--- config.mk ---
export PLATFORM = sky130hd
export DESIGN_NAME = name_table_insert_delete_search
export DESIGN_NICKNAME = d
export VERILOG_FILES = /design/src/rtl/ntis_pkg.sv /design/src/rtl/ntis_front.sv /design/src/rtl/ntis_queue.sv /design/src/rtl/ntis_back.sv /design/src/rtl/name_table_insert_delete_search.sv
export SDC_FILE = /design/constraint.sdc
export NUM_CORES = 2
export LEC_CHECK = 0
export BUFFER_PORTS_ARGS = -buffer_cell sky130_fd_sc_hd__buf_2
export CAP_MARGIN = 20
export CORE_MARGIN = 10
export CORE_UTILIZATION = 30
export DETAILED_ROUTE_END_ITERATION = 10
export PLACE_DENSITY = 0.44
export SLEW_MARGIN = 25
export SYNTH_ARGS = -nofsm -noshare
export SYNTH_HDL_FRONTEND = slang
export SYNTH_SLANG_ARGS = --single-unit
--- constraint.sdc ---
create_clock -name clk -period 12.65 [get_ports clk]
set_input_delay 1.8975 -clock clk [delete_from_list [all_inputs] [get_ports clk]]
set_output_delay 1.8975 -clock clk [all_outputs]
set_load 0.005 [all_outputs]
--- src/rtl/ntis_pkg.sv ---
// Shared types and constants for the name table block.
// No dependencies; imported by every other rtl file.
`default_nettype none

package ntis_pkg;

    // defaults for the top level parameters
    localparam int CAPACITY_DEFAULT = 16;
    localparam int KEY_BITS_DEFAULT = 64;

    // fixed port widths
    localparam int PORT_KEY_BITS   = 64;
    localparam int PORT_INDEX_BITS = 4;
    localparam int PORT_COUNT_BITS = 5;

    // command queue between front and back
    localparam int QUEUE_DEPTH = 2;

    // request codes on req_type
    localparam logic [1:0] REQ_CREATE = 2'd0;
    localparam logic [1:0] REQ_DELETE = 2'd1;
    localparam logic [1:0] REQ_SEARCH = 2'd2;
    localparam logic [1:0] REQ_LIST   = 2'd3;

    typedef enum logic [1:0] {
        OP_CREATE = 2'd0,
        OP_DELETE = 2'd1,
        OP_SEARCH = 2'd2,
        OP_LIST   = 2'd3
    } op_t;

    typedef enum logic [1:0] {
        ST_OK        = 2'd0,
        ST_NOT_FOUND = 2'd1,
        ST_FULL      = 2'd2,
        ST_EMPTY     = 2'd3
    } status_t;

    typedef enum logic [4:0] {
        S_IDLE = 5'b00001,
        S_SCAN = 5'b00010,
        S_MOVE = 5'b00100,
        S_LIST = 5'b01000,
        S_OUT  = 5'b10000
    } back_state_t;

    // handshake between the command queue and its neighbors
    typedef struct packed {
        logic push;
        logic full;
        logic pop;
        logic avail;
    } q_ctl_t;

endpackage

`default_nettype wire

--- src/rtl/ntis_front.sv ---
// Front end: takes request items, masks the key and decodes the request.
// Depends on ntis_pkg; feeds ntis_queue.
`default_nettype none

module ntis_front #(
    parameter int KEY_BITS = ntis_pkg::KEY_BITS_DEFAULT
) (
    input  wire logic                              clk,
    input  wire logic                              rst_n,
    input  wire logic                              in_valid,
    output logic                                   in_stall,
    input  wire logic [1:0]                        req_type,
    input  wire logic [ntis_pkg::PORT_KEY_BITS-1:0] file_key,
    input  wire logic                              q_full,
    output logic                                   q_push,
    output logic [KEY_BITS+1:0]                    q_data
);
    import ntis_pkg::*;

    logic                fv_reg, fv_next;
    op_t                 op_reg, op_next;
    logic [KEY_BITS-1:0] key_reg;
    logic                accept;
    op_t                 dec_op;

    always_comb
    begin
        unique case (req_type)
            REQ_CREATE: dec_op = OP_CREATE;
            REQ_DELETE: dec_op = OP_DELETE;
            REQ_SEARCH: dec_op = OP_SEARCH;
            default:    dec_op = OP_LIST;
        endcase
    end

    assign in_stall = fv_reg && q_full;
    assign accept   = in_valid && !in_stall;
    assign q_push   = fv_reg && !q_full;
    assign q_data   = {op_reg, key_reg};

    always_comb
    begin
        fv_next = fv_reg;
        op_next = op_reg;
        if (accept)
        begin
            fv_next = 1'b1;
            op_next = dec_op;
        end
        else if (q_push)
        begin
            fv_next = 1'b0;
        end
    end

    always_ff @(posedge clk or negedge rst_n)
    begin
        if (!rst_n)
        begin
            fv_reg <= 1'b0;
            op_reg <= OP_CREATE;
        end
        else
        begin
            fv_reg <= fv_next;
            op_reg <= op_next;
        end
    end

    // only the low KEY_BITS of the key are kept
    always_ff @(posedge clk)
    begin
        if (accept)
        begin
            key_reg <= file_key[KEY_BITS-1:0];
        end
    end

endmodule

`default_nettype wire

--- src/rtl/ntis_queue.sv ---
// Short command FIFO between the front end and the table engine.
// Depends on ntis_pkg for its depth.
`default_nettype none

module ntis_queue #(
    parameter int WIDTH = 66
) (
    input  wire logic             clk,
    input  wire logic             rst_n,
    input  wire logic             push,
    input  wire logic [WIDTH-1:0] push_data,
    output logic                  full,
    input  wire logic             pop,
    output logic                  avail,
    output logic [WIDTH-1:0]      pop_data
);
    import ntis_pkg::*;

    localparam int PW = (QUEUE_DEPTH > 1) ? $clog2(QUEUE_DEPTH) : 1;
    localparam int CW = $clog2(QUEUE_DEPTH + 1);

    logic [WIDTH-1:0] slots [QUEUE_DEPTH];
    logic [PW-1:0]    wr_ptr_reg, wr_ptr_next;
    logic [PW-1:0]    rd_ptr_reg, rd_ptr_next;
    logic [CW-1:0]    fill_reg, fill_next;
    logic             do_push, do_pop;

    assign full     = (fill_reg == CW'(QUEUE_DEPTH));
    assign avail    = (fill_reg != '0);
    assign do_push  = push && !full;
    assign do_pop   = pop && avail;
    assign pop_data = slots[rd_ptr_reg];

    always_comb
    begin
        wr_ptr_next = wr_ptr_reg;
        rd_ptr_next = rd_ptr_reg;
        fill_next   = fill_reg;
        if (do_push)
        begin
            wr_ptr_next = (wr_ptr_reg == PW'(QUEUE_DEPTH - 1)) ? '0 : wr_ptr_reg + PW'(1);
        end
        if (do_pop)
        begin
            rd_ptr_next = (rd_ptr_reg == PW'(QUEUE_DEPTH - 1)) ? '0 : rd_ptr_reg + PW'(1);
        end
        if (do_push && !do_pop)
        begin
            fill_next = fill_reg + CW'(1);
        end
        else if (do_pop && !do_push)
        begin
            fill_next = fill_reg - CW'(1);
        end
    end

    always_ff @(posedge clk or negedge rst_n)
    begin
        if (!rst_n)
        begin
            wr_ptr_reg <= '0;
            rd_ptr_reg <= '0;
            fill_reg   <= '0;
        end
        else
        begin
            wr_ptr_reg <= wr_ptr_next;
            rd_ptr_reg <= rd_ptr_next;
            fill_reg   <= fill_next;
        end
    end

    always_ff @(posedge clk)
    begin
        if (do_push)
        begin
            slots[wr_ptr_reg] <= push_data;
        end
    end

endmodule

`default_nettype wire

--- src/rtl/ntis_back.sv ---
// Table engine: key memory, entry count and the sequencer that walks it.
// Depends on ntis_pkg; pops commands from ntis_queue, drives the result item.
`default_nettype none

module ntis_back #(
    parameter int CAPACITY = ntis_pkg::CAPACITY_DEFAULT,
    parameter int KEY_BITS = ntis_pkg::KEY_BITS_DEFAULT
) (
    input  wire logic                                clk,
    input  wire logic                                rst_n,
    input  wire logic                                q_avail,
    input  wire logic [KEY_BITS+1:0]                 q_data,
    output logic                                     q_pop,
    output logic                                     out_valid,
    input  wire logic                                out_stall,
    output logic [1:0]                               status,
    output logic [ntis_pkg::PORT_KEY_BITS-1:0]       entry_key,
    output logic [ntis_pkg::PORT_INDEX_BITS-1:0]     entry_index,
    output logic [ntis_pkg::PORT_COUNT_BITS-1:0]     entry_count,
    output logic                                     last
);
    import ntis_pkg::*;

    localparam int IW = (CAPACITY > 1) ? $clog2(CAPACITY) : 1;
    localparam int CW = $clog2(CAPACITY + 1);

    logic [KEY_BITS-1:0] mem [CAPACITY];
    logic [KEY_BITS-1:0] rd_data_reg;
    logic [IW-1:0]       raddr, waddr;
    logic                we;
    logic [KEY_BITS-1:0] wdata;

    back_state_t         state_reg, state_next;
    op_t                 op_reg, op_next;
    logic [KEY_BITS-1:0] key_reg, key_next;
    logic [IW-1:0]       idx_reg, idx_next;
    logic [CW-1:0]       count_reg, count_next;
    logic                more_reg, more_next;

    logic                         out_valid_reg, out_valid_next;
    status_t                      status_reg, status_next;
    logic [PORT_KEY_BITS-1:0]     okey_reg, okey_next;
    logic [PORT_INDEX_BITS-1:0]   oidx_reg, oidx_next;
    logic [PORT_COUNT_BITS-1:0]   ocount_reg, ocount_next;
    logic                         last_reg, last_next;

    // result being loaded this cycle
    logic                load;
    status_t             res_status;
    logic [KEY_BITS-1:0] res_key;
    logic [IW-1:0]       res_idx;
    logic [CW-1:0]       res_count;
    logic                res_last, res_more;
    logic [IW+3:0]       res_idx_wide;
    logic [CW+4:0]       res_count_wide;

    op_t                 q_op;
    logic [KEY_BITS-1:0] q_key;
    logic [IW-1:0]       idx_inc;
    logic [CW-1:0]       last_slot;
    logic                at_end, match;

    assign q_op      = op_t'(q_data[KEY_BITS+1:KEY_BITS]);
    assign q_key     = q_data[KEY_BITS-1:0];
    assign idx_inc   = idx_reg + IW'(1);
    assign last_slot = count_reg - CW'(1);
    assign at_end    = (CW'(idx_reg) + CW'(1) == count_reg);
    assign match     = (rd_data_reg == key_reg);

    always_comb
    begin
        state_next = state_reg;
        op_next    = op_reg;
        key_next   = key_reg;
        idx_next   = idx_reg;
        count_next = count_reg;
        more_next  = more_reg;
        q_pop      = 1'b0;
        raddr      = idx_reg;
        we         = 1'b0;
        waddr      = idx_reg;
        wdata      = key_reg;
        load       = 1'b0;
        res_status = ST_OK;
        res_key    = '0;
        res_idx    = '0;
        res_count  = count_reg;
        res_last   = 1'b1;
        res_more   = 1'b0;

        unique case (state_reg)
            S_IDLE:
            begin
                if (q_avail)
                begin
                    q_pop    = 1'b1;
                    op_next  = q_op;
                    key_next = q_key;
                    idx_next = '0;
                    raddr    = '0;
                    unique case (q_op)
                        OP_CREATE:
                        begin
                            load = 1'b1;
                            if (count_reg >= CW'(CAPACITY))
                            begin
                                res_status = ST_FULL;
                            end
                            else
                            begin
                                we         = 1'b1;
                                waddr      = count_reg[IW-1:0];
                                wdata      = q_key;
                                count_next = count_reg + CW'(1);
                                res_idx    = count_reg[IW-1:0];
                                res_count  = count_reg + CW'(1);
                            end
                        end
                        OP_DELETE, OP_SEARCH:
                        begin
                            if (count_reg == '0)
                            begin
                                load       = 1'b1;
                                res_status = ST_NOT_FOUND;
                            end
                            else
                            begin
                                state_next = S_SCAN;
                            end
                        end
                        default:
                        begin
                            if (count_reg == '0)
                            begin
                                load       = 1'b1;
                                res_status = ST_EMPTY;
                            end
                            else
                            begin
                                state_next = S_LIST;
                            end
                        end
                    endcase
                end
            end
            S_SCAN:
            begin
                // rd_data_reg holds mem[idx_reg]
                priority if (match && op_reg == OP_DELETE)
                begin
                    raddr      = last_slot[IW-1:0];
                    state_next = S_MOVE;
                end
                else if (match)
                begin
                    load    = 1'b1;
                    res_idx = idx_reg;
                end
                else if (at_end)
                begin
                    load       = 1'b1;
                    res_status = ST_NOT_FOUND;
                end
                else
                begin
                    idx_next = idx_inc;
                    raddr    = idx_inc;
                end
            end
            S_MOVE:
            begin
                // last entry fills the hole; deleting the last one moves it onto itself
                we         = 1'b1;
                waddr      = idx_reg;
                wdata      = rd_data_reg;
                count_next = last_slot;
                load       = 1'b1;
                res_idx    = idx_reg;
                res_count  = last_slot;
            end
            S_LIST:
            begin
                load     = 1'b1;
                res_key  = rd_data_reg;
                res_idx  = idx_reg;
                res_last = at_end;
                res_more = !at_end;
            end
            default:
            begin
                if (!out_stall)
                begin
                    if (more_reg)
                    begin
                        idx_next   = idx_inc;
                        raddr      = idx_inc;
                        state_next = S_LIST;
                    end
                    else
                    begin
                        state_next = S_IDLE;
                    end
                end
            end
        endcase

        if (load)
        begin
            more_next  = res_more;
            state_next = S_OUT;
        end
    end

    assign res_idx_wide   = (IW + 4)'(res_idx);
    assign res_count_wide = (CW + 5)'(res_count);

    always_comb
    begin
        out_valid_next = out_valid_reg;
        status_next    = status_reg;
        okey_next      = okey_reg;
        oidx_next      = oidx_reg;
        ocount_next    = ocount_reg;
        last_next      = last_reg;
        if (state_reg == S_OUT && !out_stall)
        begin
            out_valid_next = 1'b0;
        end
        if (load)
        begin
            out_valid_next = 1'b1;
            status_next    = res_status;
            okey_next      = PORT_KEY_BITS'(res_key);
            oidx_next      = res_idx_wide[PORT_INDEX_BITS-1:0];
            ocount_next    = res_count_wide[PORT_COUNT_BITS-1:0];
            last_next      = res_last;
        end
    end

    always_ff @(posedge clk or negedge rst_n)
    begin
        if (!rst_n)
        begin
            state_reg     <= S_IDLE;
            count_reg     <= '0;
            out_valid_reg <= 1'b0;
            more_reg      <= 1'b0;
        end
        else
        begin
            state_reg     <= state_next;
            count_reg     <= count_next;
            out_valid_reg <= out_valid_next;
            more_reg      <= more_next;
        end
    end

    always_ff @(posedge clk)
    begin
        op_reg     <= op_next;
        key_reg    <= key_next;
        idx_reg    <= idx_next;
        status_reg <= status_next;
        okey_reg   <= okey_next;
        oidx_reg   <= oidx_next;
        ocount_reg <= ocount_next;
        last_reg   <= last_next;
    end

    // single write port, single registered read port
    always_ff @(posedge clk)
    begin
        if (we)
        begin
            mem[waddr] <= wdata;
        end
        rd_data_reg <= mem[raddr];
    end

    assign out_valid   = out_valid_reg;
    assign status      = status_reg;
    assign entry_key   = okey_reg;
    assign entry_index = oidx_reg;
    assign entry_count = ocount_reg;
    assign last        = last_reg;

`ifndef SYNTHESIS
    a_count_bound: assert property (@(posedge clk) disable iff (!rst_n)
        count_reg <= CW'(CAPACITY))
        else $error("entry count above capacity");

    a_valid_state: assert property (@(posedge clk) disable iff (!rst_n)
        out_valid_reg == (state_reg == S_OUT))
        else $error("result valid outside output state");

    a_create_grows: assert property (@(posedge clk) disable iff (!rst_n)
        (state_reg == S_IDLE && q_avail && q_op == OP_CREATE && count_reg < CW'(CAPACITY))
        |=> count_reg == $past(count_reg) + CW'(1))
        else $error("create did not grow the table");

    a_move_shrinks: assert property (@(posedge clk) disable iff (!rst_n)
        state_reg == S_MOVE |=> count_reg == $past(count_reg) - CW'(1))
        else $error("delete did not shrink the table");

    a_walk_in_range: assert property (@(posedge clk) disable iff (!rst_n)
        (state_reg == S_SCAN || state_reg == S_LIST) |-> CW'(idx_reg) < count_reg)
        else $error("walk past the stored entries");
`endif

endmodule

`default_nettype wire

--- src/rtl/name_table_insert_delete_search.sv ---
// Top level of the name table: front end, command queue and table engine.
// Depends on ntis_pkg, ntis_front, ntis_queue and ntis_back.
//
//  channel   handshake             payload
//  request   in_valid / in_stall   req_type, file_key
//  result    out_valid / out_stall status, entry_key, entry_index, entry_count, last
//
// Create gives its result once the request item has passed the front register, a
// queue slot and the result register; search and delete compare one stored key per
// cycle through the key memory's single read port; delete then moves the last entry
// into the hole. List gives one result per entry, advancing while out_stall is low.
// Reset clears the count and all handshake state; the key memory is not cleared.
// Up to three requests are buffered ahead of the engine while a result is stalled.
`default_nettype none

module name_table_insert_delete_search #(
    parameter int CAPACITY = ntis_pkg::CAPACITY_DEFAULT,
    parameter int KEY_BITS = ntis_pkg::KEY_BITS_DEFAULT
) (
    input  wire logic                                clk,
    input  wire logic                                rst_n,
    input  wire logic                                in_valid,
    output logic                                     in_stall,
    input  wire logic [1:0]                          req_type,
    input  wire logic [ntis_pkg::PORT_KEY_BITS-1:0]  file_key,
    output logic                                     out_valid,
    input  wire logic                                out_stall,
    output logic [1:0]                               status,
    output logic [ntis_pkg::PORT_KEY_BITS-1:0]       entry_key,
    output logic [ntis_pkg::PORT_INDEX_BITS-1:0]     entry_index,
    output logic [ntis_pkg::PORT_COUNT_BITS-1:0]     entry_count,
    output logic                                     last
);
    import ntis_pkg::*;

    q_ctl_t              qc;
    logic [KEY_BITS+1:0] push_data;
    logic [KEY_BITS+1:0] pop_data;

    ntis_front #(
        .KEY_BITS (KEY_BITS)
    ) u_front (
        .clk      (clk),
        .rst_n    (rst_n),
        .in_valid (in_valid),
        .in_stall (in_stall),
        .req_type (req_type),
        .file_key (file_key),
        .q_full   (qc.full),
        .q_push   (qc.push),
        .q_data   (push_data)
    );

    ntis_queue #(
        .WIDTH (KEY_BITS + 2)
    ) u_queue (
        .clk       (clk),
        .rst_n     (rst_n),
        .push      (qc.push),
        .push_data (push_data),
        .full      (qc.full),
        .pop       (qc.pop),
        .avail     (qc.avail),
        .pop_data  (pop_data)
    );

    ntis_back #(
        .CAPACITY (CAPACITY),
        .KEY_BITS (KEY_BITS)
    ) u_back (
        .clk         (clk),
        .rst_n       (rst_n),
        .q_avail     (qc.avail),
        .q_data      (pop_data),
        .q_pop       (qc.pop),
        .out_valid   (out_valid),
        .out_stall   (out_stall),
        .status      (status),
        .entry_key   (entry_key),
        .entry_index (entry_index),
        .entry_count (entry_count),
        .last        (last)
    );

endmodule

`default_nettype wire
==> results.md <==
Logic synthesis:
- The proportion of netlist area held by the largest area contributor is 66.7%.
- Sequential cells were found to cover 69.6% of the synthesized design area.
- The number of warnings printed during yosys synthesis is 0.
- After technology mapping, the gate count stands at about 4200.
- The mapped netlist covers 61500 um2.
- The netlist uses 80 different library cells.
- The dominant register cell in the synthesized netlist is sky130_fd_sc_hd__edfxtp_1.
- The biggest area consumer among synthesized cells is sky130_fd_sc_hd__edfxtp_1.
- Yosys attributes the largest share of cell area to sky130_fd_sc_hd__edfxtp_1 67%, sky130_fd_sc_hd__mux2_2 3.5%, sky130_fd_sc_hd__mux2i_1 3.1%.
- Synthesis inferred 1449 register bits.
- The number of synthesized flops with an enable pin is ~1400.
- A synthesized cell averages ~15 um2.
- After synthesis, the most frequently instantiated cells are 1366 x sky130_fd_sc_hd__edfxtp_1, 462 x sky130_fd_sc_hd__nand2_1, 223 x sky130_fd_sc_hd__nor2_1.
- Of all flip-flops after synthesis, the portion carrying an async set or reset was under 10%.
- The net count after synthesis is 4266.
- The most numerous cell in the Yosys netlist is sky130_fd_sc_hd__edfxtp_1.

Floorplanning:
- The starting density of the core is about 30%.
- roughly 150 I/O pins were placed.
- After floorplanning, the core was divided into approximately 170 placement rows.
- The x dimension of the die is about 470 um.
- The height of the chip is between 400 and 500 um.
- In this run the standard cell core region covers roughly 200000 um2.
- The die covers roughly 220000 um2.

Route:
- The post-detailed-route wirelength per cell is ~28 um.
- The count of nets left with antenna violations once routing finished came out at 0.
- The via count is between 30000 and 40000.
- Dividing the detail-routed via count by the number of cells gives around 5.2.
- In the routed design, unresolved DRC markers number 0.
- The number of iterations in the first detailed-routing pass is 7.
- The detailed router finished its first iteration with roughly 3000 violations.
- The routed wire length is between 150000 and 200000 um.

Pwr:
- The analysis attributes to cell leakage a power of between 0.02 and 0.025 uW.
- IR analysis of the VDD net gives a maximum drop of 0.317 mV.
- Net switching is between 40% and 50% of the power.
- In this run the power density over the cells is between 200 and 300 nW/um2.
- The sequential cell fraction of total power is 33.8%.
- The cell internal power dissipation is between 10000 and 15000 uW.
- The part of the total power dissipated in combinational logic is between 40% and 50%.
- Overall power consumption after layout is estimated at around 19000 uW.
- For this design the total switching power over the nets is 7910 uW.
- The fraction of power consumed by the clock network is a little under a quarter.

STA:
- Based on the critical path, the design can be clocked at up to approximately 140 MHz.
- In this run the tightest slew margin relative to its limit is about 23%.
- Setup repair after global routing left no endpoint under its margin.
- The summed negative setup slack over all endpoints is 0 ns.
- Clock skew on the completed layout was measured at 0.0408 ns.
- The final critical delay including setup and external delays is 7.02 ns.
- The transition time at the pin with the least slew margin is approximately 1.2 ns.
- The worst path uses between 50 and 60% of the clock period.
- Setup violations remaining at the end of the flow were counted as 0.
- The count of endpoints failing hold in the final timing report came to 0.
- The number of pins exceeding their max-slew limit in the final report is 0.

Clock tree:
- CTS saw about 1400 sinks.
- The total of cells resized after clock tree synthesis is 0.
- The number of buffers added to fix hold violations after cts is 0.
- The tree is rooted in a sky130_fd_sc_hd__clkbuf_16.
- Clock tree synthesis inserted a total of between 150 and 200 buffers.
- For the worst-skew pair, the clock arrives at the later sink with an insertion delay of between 0.8 and 0.9 ns.
- Buffers added to address setup during post-CTS repair amount to 0.
- After clock tree synthesis, the clock-pin slew on the worst setup and hold paths is 0.06 ns.
- TritonCTS built the clock tree.
- The level count of the clock H-tree is 4.
- The number of buffers on the longest clock path is 3.

Worst setup path:
- For flop-to-flop paths, the worst setup slack is approximately 5.6 ns.
- The required time reported for the critical path endpoint is roughly 13 ns.
- The launching element of the worst setup path is u_back.key_reg[50].
- The critical path is of the flop to flop type.
- The startpoint type of the worst setup path is a flop.
- The reg-to-reg endpoint is u_back.rd_data_reg[8].
- The endpoint type of the worst setup path is a flop.
- The endpoint of the worst setup timing path is u_back.rd_data_reg[8].
- The launch instance of the worst register-to-register path is u_back.key_reg[50].
- The worst-path maximum fanout is 43.
- At the worst endpoint, the arrival time is approximately 7.7 ns.
- The number of cells on the worst reg-to-reg path is 12.

Placed design:
- After legalization and detailed placement, the total HPWL measured 108000 um.
- The number of input and output port buffers inserted is 147.
- The congestion estimate from routability-driven global placement came to 0.751.

Layout:
- Cells with a size suffix above 1 make up a little under a fifth of the layout.
- The synthesis-to-layout area growth is 14.2%.
- The register with the most flip-flops in the layout has ~1000 of them.
- In the final layout, the registers with the most flip-flops are u_back.mem (1024), u_queue.slots (132).
- After the last flow step, the layout net total stands at ~4400.
- The register with the most flip-flops is u_back.mem.

Flow run:
- The tool flagged a number of max-cap violations equal to 0.

Global route:
- The pin count of the biggest net entering global routing is ~200.
- The number of antenna violations at the first check in global routing is 5.
- The first global-routing pass estimated about 280000 um of wire.
- The number of global-route vias before repair is 36300.
- Global routing used 17.3% of the available tracks.
- After global routing the overflow that remains totals 0.

Worst hold path:
- The min-delay analysis places its worst path in the category flop to flop.

Status:
- The run finished with clean final reports.
-- critical path, cell delays in order (launching register included) --
cell	delay, ns
sky130_fd_sc_hd__edfxtp_1	0.41
sky130_fd_sc_hd__xnor2_1	0.26
sky130_fd_sc_hd__nand4_1	0.41
sky130_fd_sc_hd__nor4_2	0.83
sky130_fd_sc_hd__nand4_1	0.83
sky130_fd_sc_hd__nor3_4	0.53
sky130_fd_sc_hd__a21o_1	0.40
sky130_fd_sc_hd__o21a_4	0.65
sky130_fd_sc_hd__buf_4	0.72
sky130_fd_sc_hd__buf_4	0.72
sky130_fd_sc_hd__mux2_2	0.42
sky130_fd_sc_hd__a2111oi_2	0.42
sky130_fd_sc_hd__o2111ai_1	0.17
-- logic make-up (layout without fill, tap and decap cells) --
kind of cell | after synthesis | after routing | share of synthesized area [%]
multiplexers | 395 | 395 | 6.84
AO/OA/AOI/OAI | 837 | 837 | 11.4
flip-flops | 1449 | 1449 | 69.6
XOR/XNOR | 82 | 82 | 1.17
buffers and inverters | 328 | 556 | 2.64
other | 0 | 2 | 0
adder cells (fa/ha/maj) | 8 | 8 | 0.163
AND/OR/NAND/NOR | 1089 | 1089 | 8.22
-- worst min path at each step --
stage	from	endpoint	slack (ns)	cells after the start
6_report	u_front.key_reg[53]	u_queue.slots[0][53]	0.43	0
5_1_grt	u_front.key_reg[28]	u_queue.slots[1][28]	0.45	0
4_1_cts	u_front.key_reg[53]	u_queue.slots[0][53]	0.44	0
3_5_place_dp	u_front.key_reg[28]	u_queue.slots[1][28]	0.43	0
3_3_place_gp	u_front.key_reg[59]	u_queue.slots[0][59]	0.42	0
2_1_floorplan	u_front.key_reg[0]	u_queue.slots[0][0]	0.42	0
-- cell usage in the layout (no fill, tap or decap), types with 74 or more instances in the layout --
master and n:
sky130_fd_sc_hd__clkbuf_16 164, sky130_fd_sc_hd__nor2_1 205, sky130_fd_sc_hd__buf_2 147, sky130_fd_sc_hd__mux2i_1 192, sky130_fd_sc_hd__nand3_1 74, sky130_fd_sc_hd__a31oi_1 129
sky130_fd_sc_hd__o211ai_1 202, sky130_fd_sc_hd__mux2_2 193, sky130_fd_sc_hd__edfxtp_1 1366, sky130_fd_sc_hd__a21oi_1 203, sky130_fd_sc_hd__nand2_1 462, sky130_fd_sc_hd__or3_1 185
sky130_fd_sc_hd__xnor2_1 76, sky130_fd_sc_hd__buf_4 77
-- routing by layer --
layer	GRT usage [%]	part of all wire [%]	routed length [um]	up-vias
li1	-	-	-	16500
met5	0	0.0060	12	-
met4	5.93	3.4	6810	2
met1	23.2	44	88300	19300
met2	28.4	47	94700	1020
met3	2.88	5.1	10100	301
-- power groups by stage --
| stage | registers (uW) | logic, uW | clock network [uW] |
|---|---|---|---|
| 4_1_cts | 6550 | 8370 | 4690 |
| 3_5_place_dp | 6640 | 8350 | 0 |
| 2_1_floorplan | 6510 | 5760 | 0 |
| 3_3_place_gp | 6630 | 8280 | 0 |
| 6_report | 6540 | 8250 | 4580 |
| 5_1_grt | 6600 | 8870 | 4880 |
-- layout make-up --
class | count | area (um2)
well taps | 2688 | 3360
fillers | 19700 | 134000
clock buffers | 228 | 4510
multi-input cells | 2411 | 17400
clock inverters | 70 | 621
inverters | 25 | 101
flip-flops and latches | 1449 | 42800
diodes | 2 | 5.00
repair buffers | 233 | 1490
-- per-stage QoR --
step,cells,setup WS (ns),utilization (%),instance area [um2],hold slack (ns)
floorplan,4188,5.27,-,61500,0.421
global placement,6803,5.46,31.8,65000,0.424
detailed placement,6806,5.52,31.9,65100,0.430
CTS,7104,5.52,34.4,70200,0.440
global route,7105,5.31,34.4,70300,0.450
finish,7106,5.63,34.4,70300,0.434
Note: power is estimated with default switching activity, not from simulation.
